### config.mk
export PLATFORM = sky130hd
export DESIGN_NAME = h264_weighted_prediction_8bit_top
export DESIGN_NICKNAME = d
export VERILOG_FILES = /design/src/h264wp_pkg.sv /design/src/h264_weighted_prediction_8bit_top.sv /design/src/h264wp_lane.sv
export SDC_FILE = /design/constraint.sdc
export NUM_CORES = 2
export LEC_CHECK = 0
export ABC_CLOCK_PERIOD_IN_PS = 7700
export BUFFER_PORTS_ARGS = -buffer_cell sky130_fd_sc_hd__buf_4
export CAP_MARGIN = 10
export CORE_MARGIN = 2
export CORE_UTILIZATION = 25
export DETAILED_ROUTE_END_ITERATION = 10
export PLACE_DENSITY = 0.43
export RECOVER_POWER = 100
export SLEW_MARGIN = 40
export SYNTH_ARGS = -nofsm -noshare
export SYNTH_HDL_FRONTEND = slang
export SYNTH_SLANG_ARGS = --single-unit
### constraint.sdc
create_clock -name clk_i -period 7.7 [get_ports clk_i]
set_input_delay 2.31 -clock clk_i [delete_from_list [all_inputs] [get_ports clk_i]]
set_output_delay 2.31 -clock clk_i [all_outputs]
set_load 0.005 [all_outputs]
### src/h264wp_pkg.sv
package h264wp_pkg;

  // Field widths.
  localparam int unsigned PixW     = 8;
  localparam int unsigned WeightW  = 9;
  localparam int unsigned OffsetW  = 8;
  localparam int unsigned Log2W    = 3;
  localparam int unsigned ShamtW   = 4;
  localparam int unsigned CfgIdxW  = 3;
  localparam int unsigned CfgDataW = 9;

  // Internal arithmetic widths.
  // A product of an unsigned pixel and a signed weight.
  localparam int unsigned ProdW = PixW + 1 + WeightW;
  // The largest offset term is 129 << 7; only the unidirectional term adds the rounding constant.
  localparam int unsigned AddW  = 17;
  // Two products plus the offset term.
  localparam int unsigned SumW  = ProdW + 2;

  // Largest value of a clipped pixel.
  localparam int unsigned PixMax = 255;

  // Register reset values.
  localparam logic                      ModeRst   = 1'b0;
  localparam logic [Log2W-1:0]          Log2Rst   = '0;
  localparam logic signed [WeightW-1:0] WeightRst = 9'sd1;
  localparam logic signed [OffsetW-1:0] OffsetRst = '0;

  // Configuration register indexes.
  typedef enum logic [CfgIdxW-1:0] {
    CFG_MODE       = 3'd0,
    CFG_LOG2_DENOM = 3'd1,
    CFG_WEIGHT_UNI = 3'd2,
    CFG_WEIGHT_DST = 3'd3,
    CFG_WEIGHT_SRC = 3'd4,
    CFG_OFFSET     = 3'd5
  } cfg_idx_e;

  // One input transaction: four first-reference and four second-reference pixels.
  typedef struct packed {
    logic [PixW-1:0] dst_pixel_0;
    logic [PixW-1:0] dst_pixel_1;
    logic [PixW-1:0] dst_pixel_2;
    logic [PixW-1:0] dst_pixel_3;
    logic [PixW-1:0] src_pixel_0;
    logic [PixW-1:0] src_pixel_1;
    logic [PixW-1:0] src_pixel_2;
    logic [PixW-1:0] src_pixel_3;
  } pix_in_t;

  // One result transaction: four weighted pixels.
  typedef struct packed {
    logic [PixW-1:0] out_pixel_0;
    logic [PixW-1:0] out_pixel_1;
    logic [PixW-1:0] out_pixel_2;
    logic [PixW-1:0] out_pixel_3;
  } pix_out_t;

  // Per-lane controls, derived once from the configuration registers.
  typedef struct packed {
    logic                      use_src;
    logic signed [WeightW-1:0] weight_a;
    logic signed [WeightW-1:0] weight_b;
    logic signed [AddW-1:0]    add_term;
    logic [ShamtW-1:0]         shamt;
  } lane_cfg_t;

endpackage

### src/h264_weighted_prediction_8bit_top.sv
// H.264 explicit weighted prediction for 8-bit pixels, four lanes per transaction.
//
// Input channel: drive req_i and raise start_i; the transaction is taken at a rising
// edge where start_i is high and busy_o is low. busy_o stays low, so a new group of
// four pixels may be started in every cycle.
// Result channel: done_o is high for exactly one cycle with result_o holding the four
// weighted pixels. Results appear in order.
// The receiver cannot stall, so the pipeline never holds and simply advances.
// Throughput is one transaction per cycle; latency is set by the three register
// stages of each lane: multiply, sum, then shift and clip.
// Configuration: write cfg_data_i to register cfg_index_i with cfg_valid_i; cfg_ready_o
// is always high. Index 0 mode, 1 log2 denominator, 2 to 4 weights, 5 offset; other
// indexes are ignored. Write only while no transaction is in flight.
// Reset: rst_ni is asynchronous and active low. It empties the pipeline and returns
// the registers to mode 0, denominator 0, all weights 1 and offset 0.
module h264_weighted_prediction_8bit_top (
  input  logic                            clk_i,
  input  logic                            rst_ni,
  input  logic                            start_i,
  output logic                            busy_o,
  input  h264wp_pkg::pix_in_t             req_i,
  output logic                            done_o,
  output h264wp_pkg::pix_out_t            result_o,
  input  logic                            cfg_valid_i,
  output logic                            cfg_ready_o,
  input  logic [h264wp_pkg::CfgIdxW-1:0]  cfg_index_i,
  input  logic [h264wp_pkg::CfgDataW-1:0] cfg_data_i
);
  import h264wp_pkg::*;

  localparam int unsigned Lanes  = 4;
  localparam int unsigned Stages = 3;

  logic                      mode_q;
  logic [Log2W-1:0]          log2_denom_q;
  logic signed [WeightW-1:0] weight_uni_q, weight_dst_q, weight_src_q;
  logic signed [OffsetW-1:0] offset_q;
  logic                      cfg_write;
  logic                      accept;
  logic [Stages-1:0]         valid_d, valid_q;
  logic signed [WeightW-1:0] bi_offset;
  logic signed [AddW-1:0]    round_term;
  lane_cfg_t                 lane_cfg;
  logic [PixW-1:0]           dst_pix [Lanes];
  logic [PixW-1:0]           src_pix [Lanes];
  logic [PixW-1:0]           out_pix [Lanes];

  // The pipeline never holds, so the input side is always free.
  assign busy_o      = 1'b0;
  assign cfg_ready_o = 1'b1;
  assign accept      = start_i && !busy_o;
  assign cfg_write   = cfg_valid_i && cfg_ready_o;

  // Configuration registers.
  always_ff @(posedge clk_i or negedge rst_ni) begin
    if (!rst_ni) begin
      mode_q       <= ModeRst;
      log2_denom_q <= Log2Rst;
      weight_uni_q <= WeightRst;
      weight_dst_q <= WeightRst;
      weight_src_q <= WeightRst;
      offset_q     <= OffsetRst;
    end else if (cfg_write) begin
      unique case (cfg_idx_e'(cfg_index_i))
        CFG_MODE:       mode_q       <= cfg_data_i[0];
        CFG_LOG2_DENOM: log2_denom_q <= cfg_data_i[Log2W-1:0];
        CFG_WEIGHT_UNI: weight_uni_q <= $signed(cfg_data_i[WeightW-1:0]);
        CFG_WEIGHT_DST: weight_dst_q <= $signed(cfg_data_i[WeightW-1:0]);
        CFG_WEIGHT_SRC: weight_src_q <= $signed(cfg_data_i[WeightW-1:0]);
        CFG_OFFSET:     offset_q     <= $signed(cfg_data_i[OffsetW-1:0]);
        default: ;
      endcase
    end
  end

  // Shared lane controls: weight choice, offset term and shift amount.
  // In bidirectional mode the offset becomes ((offset + 1) | 1), shifted up by L.
  assign bi_offset = (WeightW'(offset_q) + 9'sd1) | 9'sd1;

  always_comb begin
    if (log2_denom_q != '0) begin
      round_term = AddW'(1) << (log2_denom_q - Log2W'(1));
    end else begin
      round_term = '0;
    end
  end

  always_comb begin
    lane_cfg.use_src = mode_q;
    if (mode_q) begin
      lane_cfg.weight_a = weight_dst_q;
      lane_cfg.weight_b = weight_src_q;
      lane_cfg.add_term = AddW'(bi_offset) <<< log2_denom_q;
      lane_cfg.shamt    = ShamtW'(log2_denom_q) + ShamtW'(1);
    end else begin
      lane_cfg.weight_a = weight_uni_q;
      lane_cfg.weight_b = weight_src_q;
      lane_cfg.add_term = (AddW'(offset_q) <<< log2_denom_q) + round_term;
      lane_cfg.shamt    = ShamtW'(log2_denom_q);
    end
  end

  // Unpack the lanes.
  assign dst_pix[0] = req_i.dst_pixel_0;
  assign dst_pix[1] = req_i.dst_pixel_1;
  assign dst_pix[2] = req_i.dst_pixel_2;
  assign dst_pix[3] = req_i.dst_pixel_3;
  assign src_pix[0] = req_i.src_pixel_0;
  assign src_pix[1] = req_i.src_pixel_1;
  assign src_pix[2] = req_i.src_pixel_2;
  assign src_pix[3] = req_i.src_pixel_3;

  for (genvar g = 0; g < Lanes; g++) begin : g_lane
    h264wp_lane u_lane (
      .clk_i (clk_i),
      .cfg_i (lane_cfg),
      .dst_i (dst_pix[g]),
      .src_i (src_pix[g]),
      .pix_o (out_pix[g])
    );
  end

  // Valid bits travel alongside the lane stages.
  assign valid_d = {valid_q[Stages-2:0], accept};

  always_ff @(posedge clk_i or negedge rst_ni) begin
    if (!rst_ni) begin
      valid_q <= '0;
    end else begin
      valid_q <= valid_d;
    end
  end

  assign done_o               = valid_q[Stages-1];
  assign result_o.out_pixel_0 = out_pix[0];
  assign result_o.out_pixel_1 = out_pix[1];
  assign result_o.out_pixel_2 = out_pix[2];
  assign result_o.out_pixel_3 = out_pix[3];

  // Every accepted transaction produces a result on done_o.
  a_accept_done: assert property (@(posedge clk_i) disable iff (!rst_ni)
    accept |-> ##3 done_o)
    else $error("accepted transaction did not complete in three cycles");

  // No result appears without a matching accepted transaction.
  a_done_has_source: assert property (@(posedge clk_i) disable iff (!rst_ni)
    done_o |-> $past(accept, 3))
    else $error("result strobe without an accepted transaction");

  // A mode write takes effect at the next edge.
  a_mode_write: assert property (@(posedge clk_i) disable iff (!rst_ni)
    (cfg_write && cfg_index_i == CFG_MODE) |=> (mode_q == $past(cfg_data_i[0])))
    else $error("mode register did not take the written value");

endmodule

### src/h264wp_lane.sv
module h264wp_lane (
  input  logic                      clk_i,
  input  h264wp_pkg::lane_cfg_t     cfg_i,
  input  logic [h264wp_pkg::PixW-1:0] dst_i,
  input  logic [h264wp_pkg::PixW-1:0] src_i,
  output logic [h264wp_pkg::PixW-1:0] pix_o
);
  import h264wp_pkg::*;

  logic signed [ProdW-1:0] prod_a_d, prod_a_q;
  logic signed [ProdW-1:0] prod_b_d, prod_b_q;
  logic signed [SumW-1:0]  sum_d, sum_q;
  logic signed [SumW-1:0]  shifted;
  logic [PixW-1:0]         pix_d, pix_q;

  // Stage 1: the two weight multiplications.
  always_comb begin
    prod_a_d = ProdW'($signed({1'b0, dst_i}) * cfg_i.weight_a);
    if (cfg_i.use_src) begin
      prod_b_d = ProdW'($signed({1'b0, src_i}) * cfg_i.weight_b);
    end else begin
      prod_b_d = '0;
    end
  end

  // Stage 2: sum of the products and the offset term.
  assign sum_d = SumW'(prod_a_q) + SumW'(prod_b_q) + SumW'(cfg_i.add_term);

  // Stage 3: floor shift and clip to the pixel range.
  assign shifted = sum_q >>> cfg_i.shamt;

  always_comb begin
    if (shifted < 0) begin
      pix_d = '0;
    end else if (shifted > $signed(SumW'(PixMax))) begin
      pix_d = PixW'(PixMax);
    end else begin
      pix_d = shifted[PixW-1:0];
    end
  end

  // Datapath registers; validity is tracked by the top level.
  always_ff @(posedge clk_i) begin
    prod_a_q <= prod_a_d;
    prod_b_q <= prod_b_d;
    sum_q    <= sum_d;
    pix_q    <= pix_d;
  end

  assign pix_o = pix_q;

endmodule

==> results.py <==
metrics = {
    "run_status": {
        "run_status": "finished, violations left",
        "violations": "max-capacitance violations, max-slew violations",
    },
    "die": {
        "die_x_um": 393,
        "fp-row-count": 142,
        "core_um2": 150000,
        "ioPinCount": 115,
        "die_h_um": 393,
        "die_area_um2": 155000,
        "initial_core_util_pct": 25.2,
    },
    "worst_setup_path": {
        "cp-end-kind": "register",
        "cp.buffers_inverters": 3,
        "r2r_start": "mode_q",
        "crit_type": "register to register",
        "path_common_cell": "fa_1",
        "r2r_cells": 19,
        "ff2ff_setup_slack_ns": 0.67,
        "crit_family": "adder cells",
        "cp-start-kind": "register",
        "cp_slowest_stage_delay_ns": 1.15,
        "cp_max_fo": 50,
        "crit_arrival_ns": 7.46,
        "cp_slowest_cell": "mux2_1",
        "crit_required_ns": 8.13,
        "r2r-end": "g_lane[1].u_lane.prod_a_q[17]",
        "crit_chain": "mux2_1, nand2_1, fa_1, inv_1, fa_1, ha_1, inv_1, fa_1, inv_1, ha_1, ha_1, fa_1, a21o_1, a21oi_1, o21a_1, nor3_1, a2111oi_0, a21oi_1, xnor2_1",
    },
    "clock_tree": {
        "path_clk_slew_ns": 0.06,
        "cts_buffer_depth": 3,
        "clkLatencyLatePin_ns": 0.58,
        "cts_resized": 0,
        "holdBufCountCts": 0,
        "cts_setup_buffers": 0,
        "clkSinkCount": 298,
        "cts_max_level": 2,
        "cts_root_buf": "clkbuf_16",
        "cts_buffers": 40,
        "cts_tree": "done",
    },
    "sta": {
        "min_period_ns": 7.03,
        "max-slew-margin-rel_pct": -128,
        "setup-tns-final_ns": 0,
        "tightest_slew_ns": 3.41,
        "period_share_pct": 91.2,
        "finalSetupViolCount": 0,
        "hold_viol": 0,
        "fmax_mhz": 142,
        "rsz0062_at_grt": "no",
        "clock_skew_ns": 0.0298,
        "drv_slew": 124,
    },
    "cells_and_area": {
        "final_common_cell": "inv_1",
        "nets": 5271,
        "final_cell_mix": "inv_1, ha_1, nand2_1",
        "area_growth_pct": 11.7,
        "drive_gt1_share_pct": 8.32,
    },
    "global_routing": {
        "grt_pass1_wl_um": 181000,
        "grt_pass1_vias": 29300,
        "overflow": 0,
        "grt_start_max_net_pins": 87,
        "grt_use_total_pct": 15.4,
        "antenna_found_initial": 15,
    },
    "detailed_routing": {
        "num_vias": 28800,
        "drc_errors": 0,
        "antenna_left": 0,
        "drtPass1Iterations": 6,
        "wire_per_inst_um": 18.6,
        "first_iter_violations": 1867,
        "finalWirelength_um": 117000,
        "avgViaCountPerCell": 4.57,
    },
    "synth": {
        "synth_top_cell_area_share_pct": 21.8,
        "synthesis.area_um2": 37900,
        "synthCells": 4225,
        "synth-main-ff-cell": "dfxtp_1",
        "synth_edf_count": 0,
        "syn_nets": 5237,
        "ys_top_cells_by_area": "fa_1, ha_1, dfxtp_1",
        "yosys_warnings": 0,
        "synth-seq-cells": 298,
        "synth_cell_types": 89,
        "ys_seq_area_share_pct": 16.3,
        "synth.avg_cell_area_um2": 8.96,
        "yosysTopAreaCell": "fa_1",
        "postSynth.asyncResetShare_pct": 14.1,
    },
    "min_path": {
        "min_to": "valid_q[1]",
        "min_from": "valid_q[0]",
        "hp-class": "register to register",
        "whs_path_depth": 0,
    },
    "placed_design": {
        "dpl.hpwl_um": 95400,
        "place_congestion": 0.880,
        "portBuffers": 112,
    },
    "job": {
        "cap_violations": 2,
    },
}
## cells by family after synthesis
| group | Yosys count | share of synthesized area, % |
|---|---|---|
| other | 2 | 0.0198 |
| AND/OR/NAND/NOR | 1178 | 15.2 |
| multiplexers | 188 | 6.52 |
| adder cells (fa/ha/maj) | 932 | 39.0 |
| flip-flops | 298 | 16.3 |
| buffers and inverters | 898 | 9.13 |
| XOR/XNOR | 158 | 3.75 |
| AO/OA/AOI/OAI | 571 | 10.0 |
## synth_stat cells (13+ instances only)
cell,number
a21oi_1,147
o31ai_1,17
o21a_1,28
a31oi_1,27
a221oi_1,24
inv_1,719
clkbuf_1,114
a21o_1,58
dfxtp_1,256
nor3_1,50
nand3_1,44
nor3b_1,15
nand2_1,436
mux2_2,54
fa_1,412
dfrtp_1,39
o21bai_1,18
xnor2_1,98
and3_1,26
mux2i_1,92
nor2_1,195
and2_1,251
xor2_1,57
or2_2,29
buf_1,34
o211ai_1,20
mux4_2,41
o21ai_0,108
buf_2,13
ha_1,520
nor2b_1,37
nand2b_1,47
a211oi_1,17
## final cells by class
type	instances	area (µm²)
multi-input cells	3029	28200
clock buffers	53	1150
flip-flops and latches	298	6190
well taps	2016	2520
repair buffers	169	1190
inverters	721	2710
clock inverters	20	260
diodes	4	10.0
fillers	16100	108000
## registers in the layout (all words and copies together), names as in the netlist
name,flops
g_lane.u_lane.sum_q,80
g_lane.u_lane.prod_a_q,72
g_lane.u_lane.prod_b_q,72
g_lane.u_lane.pix_o,32
weight_dst_q,9
weight_src_q,9
weight_uni_q,9
offset_q,8
log2_denom_q,3
valid_q,3
mode_q,1
## worst max-delay path by stage
stage / from / end / slack [ns] / cells past startpoint
3_3_place_gp: req_i[53] / g_lane[1].u_lane.prod_a_q[17] / 0.41 / 19
6_report: mode_q / g_lane[1].u_lane.prod_a_q[17] / 0.67 / 19
4_1_cts: req_i[53] / g_lane[1].u_lane.prod_a_q[17] / 0.99 / 19
5_1_grt: mode_q / g_lane[3].u_lane.pix_o[2] / 0.25 / 9
3_5_place_dp: req_i[53] / g_lane[1].u_lane.prod_a_q[17] / 0.43 / 19
2_1_floorplan: req_i[53] / g_lane[1].u_lane.prod_a_q[17] / 0.76 / 19
## routing by layer
layer	track usage (%)	up-vias	routed length [µm]
met5	0	-	81
met4	3.75	14	2810
met3	1.64	103	4430
met2	25.8	553	55000
met1	21.0	14300	54800
li1	-	13800	-
## worst reg2reg max path, stage by stage (launching register included)
cell and delay, ns:
dfrtp_4 0.84, mux2_1 1.20, nand2_1 0.24, fa_1 0.59, inv_1 0.06, fa_1 0.46, ha_1 0.29, inv_1 0.05
fa_1 0.47, inv_1 0.04, ha_1 0.26, ha_1 0.21, fa_1 0.46, a21o_1 0.18, a21oi_1 0.27, o21a_1 0.19
nor3_1 0.06, a2111oi_0 0.66, a21oi_1 0.19, xnor2_1 0.17
## per-stage QoR
step	hold WS (ns)	setup slack [ns]	instances	util, %	instance area [µm²]
3_5_place_dp	0.342	0.425	6233	27.3	41000
5_1_grt	0.367	0.245	6307	28.2	42300
2_1_floorplan	0.331	0.756	4225	-	37900
6_report	0.350	0.675	6310	28.2	42300
4_1_cts	0.356	0.989	6306	28.3	42400
3_3_place_gp	0.335	0.408	6231	27.3	41000
Power is not shown: default switching activity piles up to over one toggle a cycle in this logic, so the estimate is an artifact.
